File: src/design/rgb_to_hsv_convert_macros.svh
// ---------------------------------------------------------------------------
// RGB to HSV converter assertion macros
// Shared concurrent assertion forms for the converter RTL.
// ---------------------------------------------------------------------------
`ifndef RGB_TO_HSV_CONVERT_MACROS_SVH
`define RGB_TO_HSV_CONVERT_MACROS_SVH

// Same-cycle implication, disabled during reset.
`define RHC_ASSERT_NOW(label, clock, reset, ante, cons) \
  label: assert property (@(posedge clock) disable iff (reset) (ante) |-> (cons)) \
    else $error("rgb_to_hsv_convert: same-cycle check failed");

// Next-cycle implication, disabled during reset.
`define RHC_ASSERT_NEXT(label, clock, reset, ante, cons) \
  label: assert property (@(posedge clock) disable iff (reset) (ante) |=> (cons)) \
    else $error("rgb_to_hsv_convert: next-cycle check failed");

`endif

File: src/design/rhc_pkg.sv
// ---------------------------------------------------------------------------
// RGB to HSV converter package
// Payload types, pipeline stage record and divider constants.
// ---------------------------------------------------------------------------
`default_nettype none

package rhc_pkg;

  // Quotient bits produced by each of the two long divisions.
  localparam int QUOT_W = 16;
  // Hue divisor is six times the chroma: at most 1530, fits 11 bits.
  localparam int HUE_REM_W = 11;
  // Saturation divisor is the largest channel byte.
  localparam int SAT_REM_W = 8;
  // Default number of quotient bits resolved per pipeline stage.
  localparam int STEPS_PER_STAGE_DEF = 2;

  typedef struct packed {
    logic [7:0] red;
    logic [7:0] green;
    logic [7:0] blue;
  } pixel_t;

  typedef struct packed {
    logic [15:0] hue;
    logic [15:0] saturation;
    logic [7:0]  brightness;
  } hsv_t;

  typedef enum logic [1:0] {
    SECT_RED,
    SECT_GREEN,
    SECT_BLUE
  } sector_t;

  // One pipeline stage: partial remainders, divisors and shift registers.
  // The saturation shift register feeds dividend bits out at the top; both
  // shift registers take quotient bits in at the bottom.
  typedef struct packed {
    logic [HUE_REM_W-1:0] hue_rem;
    logic [HUE_REM_W-1:0] hue_div;
    logic [QUOT_W-1:0]    hue_shift;
    logic [SAT_REM_W-1:0] sat_rem;
    logic [SAT_REM_W-1:0] sat_div;
    logic [QUOT_W-1:0]    sat_shift;
    logic [7:0]           brightness;
  } stage_t;

endpackage

`default_nettype wire

File: src/design/rhc_div_stage.sv
// ---------------------------------------------------------------------------
// RGB to HSV divider stage
// Resolves STEPS quotient bits of both restoring divisions.
// ---------------------------------------------------------------------------
`default_nettype none

module rhc_div_stage #(
  parameter int STEPS = rhc_pkg::STEPS_PER_STAGE_DEF
) (
  input  wire rhc_pkg::stage_t cur,
  output rhc_pkg::stage_t      nxt
);

  logic [rhc_pkg::HUE_REM_W-1:0] h_rem;
  logic [rhc_pkg::HUE_REM_W:0]   h_trial;
  logic [rhc_pkg::QUOT_W-1:0]    h_sh;
  logic                          h_bit;
  logic [rhc_pkg::SAT_REM_W-1:0] s_rem;
  logic [rhc_pkg::SAT_REM_W:0]   s_trial;
  logic [rhc_pkg::QUOT_W-1:0]    s_sh;
  logic                          s_bit;

  always_comb begin
    h_rem   = cur.hue_rem;
    h_sh    = cur.hue_shift;
    s_rem   = cur.sat_rem;
    s_sh    = cur.sat_shift;
    h_trial = '0;
    s_trial = '0;
    h_bit   = 1'b0;
    s_bit   = 1'b0;
    for (int i = 0; i < STEPS; i++) begin
      // Hue dividend is the numerator followed by zeros.
      h_trial = {h_rem, 1'b0};
      h_bit   = (h_trial >= {1'b0, cur.hue_div});
      if (h_bit) begin
        h_rem = rhc_pkg::HUE_REM_W'(h_trial - {1'b0, cur.hue_div});
      end else begin
        h_rem = h_trial[rhc_pkg::HUE_REM_W-1:0];
      end
      h_sh = {h_sh[rhc_pkg::QUOT_W-2:0], h_bit};

      // Saturation dividend bits leave the top of the shift register.
      s_trial = {s_rem, s_sh[rhc_pkg::QUOT_W-1]};
      s_bit   = (s_trial >= {1'b0, cur.sat_div});
      if (s_bit) begin
        s_rem = rhc_pkg::SAT_REM_W'(s_trial - {1'b0, cur.sat_div});
      end else begin
        s_rem = s_trial[rhc_pkg::SAT_REM_W-1:0];
      end
      s_sh = {s_sh[rhc_pkg::QUOT_W-2:0], s_bit};
    end
    nxt           = cur;
    nxt.hue_rem   = h_rem;
    nxt.hue_shift = h_sh;
    nxt.sat_rem   = s_rem;
    nxt.sat_shift = s_sh;
  end

endmodule

`default_nettype wire

File: src/design/rgb_to_hsv_convert.sv
// Depth: 1 + 16/STEPS_PER_STAGE register stages.
// Throughput: one pixel per clock unless hsv_ready stalls the output; the two
//   pipelined restoring dividers set the depth, and each stage holds its item
//   while the next one cannot advance.
// Reset: synchronous, active high; clears all stage valid bits only.
// ---------------------------------------------------------------------------
// RGB to HSV converter
// Pipelined fixed-point conversion of 8-bit RGB pixels to Q0.16 hue,
// Q0.16 saturation and 8-bit value.
// ---------------------------------------------------------------------------
`default_nettype none
`include "rgb_to_hsv_convert_macros.svh"

module rgb_to_hsv_convert #(
  parameter int STEPS_PER_STAGE = rhc_pkg::STEPS_PER_STAGE_DEF
) (
  input  wire logic            clk,
  input  wire logic            rst,
  input  wire logic            pixel_valid,
  output logic                 pixel_ready,
  input  wire rhc_pkg::pixel_t pixel,
  output logic                 hsv_valid,
  input  wire logic            hsv_ready,
  output rhc_pkg::hsv_t        hsv
);

  // One set-up stage, then the division stages.
  localparam int NSTAGES = 1 + rhc_pkg::QUOT_W / STEPS_PER_STAGE;

  rhc_pkg::stage_t stg [NSTAGES];
  rhc_pkg::stage_t div_out [NSTAGES-1];
  logic [NSTAGES-1:0] vld;
  logic [NSTAGES:0]   en;

  // -------------------------------------------------------------------------
  // Set-up: max, min, chroma, hue numerator and the division operands.
  // -------------------------------------------------------------------------
  logic [7:0]             hi;
  logic [7:0]             lo;
  logic [7:0]             chroma;
  logic [10:0]            six_c;
  logic [11:0]            num;
  logic [23:0]            sat_dividend;
  rhc_pkg::sector_t       sector;
  rhc_pkg::stage_t        prep;

  always_comb begin
    hi = pixel.red;
    lo = pixel.red;
    if (pixel.green > hi) hi = pixel.green;
    if (pixel.blue > hi)  hi = pixel.blue;
    if (pixel.green < lo) lo = pixel.green;
    if (pixel.blue < lo)  lo = pixel.blue;
    chroma = hi - lo;
    six_c  = 11'({chroma, 2'b00}) + 11'({chroma, 1'b0});

    // Ties go to the first of red, green, blue that equals the max.
    if (hi == pixel.red) begin
      sector = rhc_pkg::SECT_RED;
    end else if (hi == pixel.green) begin
      sector = rhc_pkg::SECT_GREEN;
    end else begin
      sector = rhc_pkg::SECT_BLUE;
    end

    case (sector)
      rhc_pkg::SECT_RED: begin
        num = {4'b0, pixel.green} - {4'b0, pixel.blue};
        // Wrap a negative red-sector numerator up by a full turn.
        if (num[11]) num = num + {1'b0, six_c};
      end
      rhc_pkg::SECT_GREEN: begin
        num = 12'({chroma, 1'b0}) + {4'b0, pixel.blue} - {4'b0, pixel.red};
      end
      rhc_pkg::SECT_BLUE: begin
        num = 12'({chroma, 2'b00}) + {4'b0, pixel.red} - {4'b0, pixel.green};
      end
      default: begin
        num = '0;
      end
    endcase

    // c * 65535 as (c << 16) - c; its top byte is below max, so it seeds
    // the remainder and the low half is shifted in bit by bit.
    sat_dividend = {chroma, 16'h0000} - {16'h0000, chroma};

    prep.hue_rem    = num[rhc_pkg::HUE_REM_W-1:0];
    // A gray pixel gets an all-ones divisor so every quotient bit drops out.
    prep.hue_div    = (chroma == 8'd0) ? '1 : six_c;
    prep.hue_shift  = '0;
    prep.sat_rem    = sat_dividend[23:16];
    // Likewise for black: saturation resolves to zero.
    prep.sat_div    = (hi == 8'd0) ? '1 : hi;
    prep.sat_shift  = sat_dividend[15:0];
    prep.brightness = hi;
  end

  // -------------------------------------------------------------------------
  // Flow control: a stage advances when it is empty or the next one advances.
  // -------------------------------------------------------------------------
  assign en[NSTAGES] = hsv_ready;

  for (genvar i = 0; i < NSTAGES; i++) begin : g_en
    assign en[i] = !vld[i] || en[i+1];
  end

  assign pixel_ready = en[0];

  // Set-up stage register.
  always_ff @(posedge clk) begin
    if (rst) begin
      vld[0] <= 1'b0;
    end else if (en[0]) begin
      vld[0] <= pixel_valid;
    end
  end

  always_ff @(posedge clk) begin
    if (en[0]) begin
      stg[0] <= prep;
    end
  end

  // Division stages: each resolves STEPS_PER_STAGE bits of both quotients.
  for (genvar i = 1; i < NSTAGES; i++) begin : g_div
    rhc_div_stage #(
      .STEPS (STEPS_PER_STAGE)
    ) u_div (
      .cur (stg[i-1]),
      .nxt (div_out[i-1])
    );

    always_ff @(posedge clk) begin
      if (rst) begin
        vld[i] <= 1'b0;
      end else if (en[i]) begin
        vld[i] <= vld[i-1];
      end
    end

    // Hold the payload while stalled; advance it with the valid bit.
    always_ff @(posedge clk) begin
      if (en[i]) begin
        stg[i] <= div_out[i-1];
      end
    end
  end

  // The last stage register is the output register.
  assign hsv_valid       = vld[NSTAGES-1];
  assign hsv.hue         = stg[NSTAGES-1].hue_shift;
  assign hsv.saturation  = stg[NSTAGES-1].sat_shift;
  assign hsv.brightness  = stg[NSTAGES-1].brightness;

  // -------------------------------------------------------------------------
  // Assertions
  // -------------------------------------------------------------------------
  // A transferred pixel always lands in the set-up stage.
  `RHC_ASSERT_NEXT(a_accept_fills, clk, rst, pixel_valid && pixel_ready, vld[0])
  // A stalled set-up stage keeps its item.
  `RHC_ASSERT_NEXT(a_setup_holds, clk, rst, vld[0] && !en[1], vld[0])
  // Black pixels give zero hue and zero saturation.
  `RHC_ASSERT_NOW(a_black, clk, rst, hsv_valid && (hsv.brightness == 8'd0),
                  (hsv.hue == 16'd0) && (hsv.saturation == 16'd0))
  // Any non-zero hue needs non-zero chroma, hence non-zero saturation.
  `RHC_ASSERT_NOW(a_hue_sat, clk, rst, hsv_valid && (hsv.hue != 16'd0),
                  hsv.saturation != 16'd0)

endmodule

`default_nettype wire
File: config.mk
export PLATFORM = sky130hd
export DESIGN_NAME = rgb_to_hsv_convert
export DESIGN_NICKNAME = d
export VERILOG_FILES = /design/src/design/rhc_pkg.sv /design/src/design/rhc_div_stage.sv /design/src/design/rgb_to_hsv_convert.sv
export VERILOG_INCLUDE_DIRS = /design/src /design/src/design
export SDC_FILE = /design/constraint.sdc
export NUM_CORES = 1
export LEC_CHECK = 0
export ABC_AREA = 0
export BUFFER_PORTS_ARGS = -buffer_cell sky130_fd_sc_hd__buf_2
export CORE_UTILIZATION = 55
export DETAILED_ROUTE_END_ITERATION = 8
export PLACE_DENSITY = 0.82
export SYNTH_ARGS = -nofsm -noshare
export SYNTH_HDL_FRONTEND = slang
export SYNTH_SLANG_ARGS = --single-unit
File: constraint.sdc
create_clock -name clk -period 9.3 [get_ports clk]
set_clock_uncertainty 0.2 [all_clocks]
set_input_delay 1.86 -clock clk [delete_from_list [all_inputs] [get_ports clk]]
set_output_delay 1.86 -clock clk [all_outputs]
set_load 0.02 [all_outputs]
### Word level (Yosys, flattened, before mapping)

Memory sizes are Yosys's and may differ from the RTL's.
Cells that the tools add are included.

* mux-type cells: 60
* reduce and logical (&&, ||, !) cells: 21
* $lt $le $gt $ge: 36
* $add $sub $neg: 41
* equality and inequality tests: 4

Operators by type and width (number)
* two-way mux 11 bit: 18
* >= comparator 12 x 11 -> 1 bit: 16
* subtractor 11 bit: 16
* two-way mux 8 bit: 21
* >= comparator 9 x 8 -> 1 bit: 16
* subtractor 8 bit: 17
* one-hot mux 11 bit (3 select lines): 1
* subtractor 24 x 8 -> 24 bit: 1
* two-way mux 1 bit: 18
* == test 8 bit: 2
* > comparator 8 bit: 2
* logical NOT 8 bit: 2
* less-than comparator 8 bit: 2
* adder 10 x 8 -> 11 bit: 1
* adder 10 x 9 -> 11 bit: 1
* adder 11 bit: 1
* subtractor 10 x 8 -> 11 bit: 1
* subtractor 11 x 8 -> 11 bit: 1
* adder 9 x 8 -> 10 bit: 1
* logical NOT 1 bit: 9
* logical OR 1 bit: 9
* subtractor 8 x 8 -> 9 bit: 1
* two-way mux 2 bit: 2
* == test 2 x 1 -> 1 bit, second input constant: 1
* 2 further kinds: 2

* register bits: 9
* RAM bits: 702
* word-level logic and storage cells: 172
* memories: 1
* output and inout port bits: 42
* input bits: 28

Memories
* stg: words 9, width 78, read ports 9, clocked after Yosys merged registers in 0, wr ports 9, line rgb_to_hsv_convert.sv:30 `rhc_pkg::stage_t stg [NSTAGES];`

### Longest topological paths before layout

* word-level depth: 12
* mapped depth: 37

### Modules after synthesis

A second synthesis with hierarchy kept.

* cells, all modules: 4077
* area total of the unflattened synthesis: 45317.2 um^2

By module, submodules not included
* rgb_to_hsv_convert: cells each 1331, area each 24632.4 um^2, sequential area each 19608.8 um^2, times used 1
* rhc_div_stage (g_div[1].u_div ...): cells each 341, area each 2586.2 um^2, sequential area each 0.0 um^2, times used 6
* rhc_div_stage (g_div[3].u_div ...): cells each 350, area each 2583.7 um^2, sequential area each 0.0 um^2, times used 2

### Worst setup path after synthesis

Ideal clock, no wire load.

* kind: input -> register
* start point: in pixel[15] in the netlist's numbering
* end point: mem stg[0][77] in the netlist's numbering, data pin
* path slack: -174 ps
* path buffers: 1
* data required time: 8832 ps
* library setup time: 268 ps
* cell stages on the path: 34
* data arrival time: 9006 ps
* cells stage by stage: inv_1 -> ha_1 -> nand2_1 -> or4_4 -> o21ai_1 -> clkbuf_1 -> nand2_1 -> o21ai_0 -> inv_1 -> ha_1 -> a21oi_1 -> o21ai_0 -> a31oi_1 -> inv_2 -> o211ai_2 -> mux2_2 -> inv_1 -> ha_1 -> fa_1 -> nand2b_1 -> or3_1 -> nand3_1 -> xor2_1 -> ha_1 -> a221o_1 -> maj3_2 -> a21oi_2 -> xnor2_1 -> ha_1 -> inv_1 -> o21bai_1 -> a21oi_1 -> xnor2_1 -> o22ai_1

RTL lines
* from (decl): line rgb_to_hsv_convert.sv:21 `input wire rhc_pkg::pixel_t pixel,`
* to (decl): line rgb_to_hsv_convert.sv:30

==> flow_summary.json <==
{
  "outcome": "finished, final reports clean",
  "gp_congestion": 0.976,
  "yosys_warnings": 0,
  "wl_met3_mm": 3.05,
  "wirelength_mm": 73.7,
  "grt_max_degree": 77,
  "antenna_violations_before_repair": 0,
  "die_x_um": 259,
  "layout_worst_path_cycle_share_pct": 93.4,
  "worst-path-buf-inv": 6,
  "hpwl_mm": 55.6,
  "cts_tree": "done",
  "yosys.area.top_type_share_pct": 48.8,
  "num_vias": 24177,
  "crit_path_time_final_ns": 8.68,
  "crit_required_ns": 9.45,
  "die_area_um2": 67100,
  "placement.setup.worst_slack_ns": -0.00323,
  "worstSetupPathType": "in2reg",
  "cts_inserted_buffers": 59,
  "num_antenna_cells": 0,
  "floorplan.initialDensity_pct": 56.0,
  "timing.final.setup_violations": 0,
  "maximum_fanout_along_the_worst_path": 7,
  "clk_latency_ns": 0.61,
  "hold_buffers": 0,
  "design.portCount": 70,
  "cts-resized-gates": 0,
  "worst_hold_slack_ns": 0.210,
  "number_of_enable_type_register_cells_in_the_synthesized_netlist": 590,
  "chipHeight_um": 259,
  "synthArstFlopShare_pct": 0,
  "portBuffers": 69,
  "cts.htree.levels": 2,
  "grt_remaining_overflow": 0,
  "totalNegativeSetupSlack_ns": 0,
  "placement_rows": 93,
  "crit_path_frequent_cell": "sky130_fd_sc_hd__ha_1",
  "synth.cell_area_um2": 36300,
  "drc": 0,
  "final_layout_size_suffix_gt1_share_pct": 10.5,
  "slew_headroom_pct": 28.0,
  "synthCells": 3223,
  "crit_path_top_delay_cell": "sky130_fd_sc_hd__or4_4",
  "dr.first_iter.drc_count": 1464,
  "critPathMaxStageDelay_ns": 0.55,
  "met2WireLength_mm": 37.9,
  "post_synth_top_flop": "sky130_fd_sc_hd__edfxtp_1",
  "postLayoutCoreUtil_pct": 62.2,
  "mappedNetlistNets": 3671,
  "clockBufferDepth": 3,
  "syn_avg_cell_area_um2": 11.3,
  "worst_slack_ns": 0.616,
  "numClockSinks": 599,
  "finalMaxSlewViolations": 0,
  "number_of_register_bits_inferred_by_synthesis": 599,
  "worst_pin_slew_ns": 1.08,
  "antenna_violating_nets_post_route": 0,
  "clock_tree.root_cell": "sky130_fd_sc_hd__clkbuf_16",
  "cp.arrival_ns": 8.84,
  "synth_sequential_area_ratio_pct": 49.3,
  "hold_viol": 0,
  "synth.largest_area_cell": "sky130_fd_sc_hd__edfxtp_1",
  "topRoutingLayerUsed": "met4",
  "area_growth_pct": 11.0,
  "post_cts.repair.setup_buffers": 0,
  "firstDrtPassIters": 5,
  "hold_path.class": "reg2reg",
  "first_global_vias": 24366,
  "clk_pin_slew_worst_paths_ns": 0.07,
  "synth_area_leaders": "sky130_fd_sc_hd__edfxtp_1 49%, sky130_fd_sc_hd__ha_1 13%, sky130_fd_sc_hd__inv_1 3.5%",
  "grt_pass1_wl_mm": 120,
  "grt_use_total_pct": 22.0,
  "max_clock_freq_ghz": 0.115,
  "route.detailed.vias_per_inst": 5.62,
  "fp.coreArea_um2": 64800,
  "cp_startpoint_kind": "input pin",
  "route.detailed.wl_per_inst_um": 17.1,
  "m1WireLength_mm": 30.3,
  "fin_nets": 3845,
  "cp_top_family": "compound AO/OA/AOI/OAI gates",
  "grt_setup_unrepaired": "no",
  "worstSetupEndpointType": "flip-flop",
  "max-cap-violations": 0,
  "post_synth_num_cell_types": 73
}
cell usage after synthesis, drive strengths merged (3+ instances only):
cell type	n
or4	9
clkinv	8
ha	378
nor2	175
and2	50
inv	345
nor2b	48
nand2	231
xor2	61
o21bai	48
o21a	66
or2	6
a311o	8
nor4	5
edfxtp	590
a21boi	5
a221oi	9
clkbuf	40
buf	4
nand3b	8
nor3	41
mux2i	29
fa	42
nand2b	74
o211ai	12
mux2	75
a21o	89
nand4	51
a211oi	13
o21ai	218
dfxtp	9
xnor2	147
a31oi	4
o31ai	68
a21oi	185
maj3	3
and3	7
or3	8
nand3	36
stage by stage:
step           instance area [um2]  std cells
2_1_floorplan                36300       3223
3_3_place_gp                 38300       4191
3_5_place_dp                 38300       4191
4_1_cts                      40300       4300
5_1_grt                      40300       4300
6_report                     40300       4300
cell usage in the layout, fill, tap and decap left out, drive strengths merged, types with 74 or more instances in the layout:
cell type / synthesis / final
inv: 345 / 347
nor2: 175 / 175
edfxtp: 590 / 590
buf: 4 / 157
a21o: 89 / 89
o21ai: 218 / 218
mux2: 75 / 75
nand2: 231 / 231
nand2b: 74 / 74
a21oi: 185 / 185
ha: 378 / 378
xnor2: 147 / 147
layout make-up:
type	instances	area [um2]
clock buffer	68	1550
clock inverter	41	488
fill	4805	24500
inverter	353	1330
multi-input combinational	2227	17000
sequential	599	17900
tap	855	1070
timing repair buffer	157	1010
state kept, by name, summed over array words and instances (netlist names):
signal     cells
vld            8
hsv_valid      1
stg          590
metal layers:
layer,vias up,global-route usage (%)
met1,11502,26.0
met2,557,40.9
met5,-,0
met4,0,8.25
met3,154,2.43
li1,11964,-
cell families after synthesis:
logic type / synth area share [%]
AND/OR/NAND/NOR: 10.0
multiplexers: 3.14
flip-flops: 49.3
adder cells (fa/ha/maj): 15.4
AO/OA/AOI/OAI: 12.8
XOR/XNOR: 5.15
buffers and inverters: 4.15
final timing paths:
| kind | depth (start not counted) | from | end | slack (ns) |
|---|---|---|---|---|
| max reg2reg | 27 | stg[0][368]$_DFFE_PP_ | stg[0][458]$_DFFE_PP_ | 2.18 |
| min | 0 | stg[0][79]$_DFFE_PP_ | stg[0][157]$_DFFE_PP_ | 0.21 |
| max | 35 | pixel[15] | stg[0][77]$_DFFE_PP_ | 0.62 |
| min reg2reg | 0 | stg[0][79]$_DFFE_PP_ | stg[0][157]$_DFFE_PP_ | 0.21 |
Power is left out: the tool's default activity adds up to more than one toggle a clock period on the data nets, which glitch-free logic cannot reach.
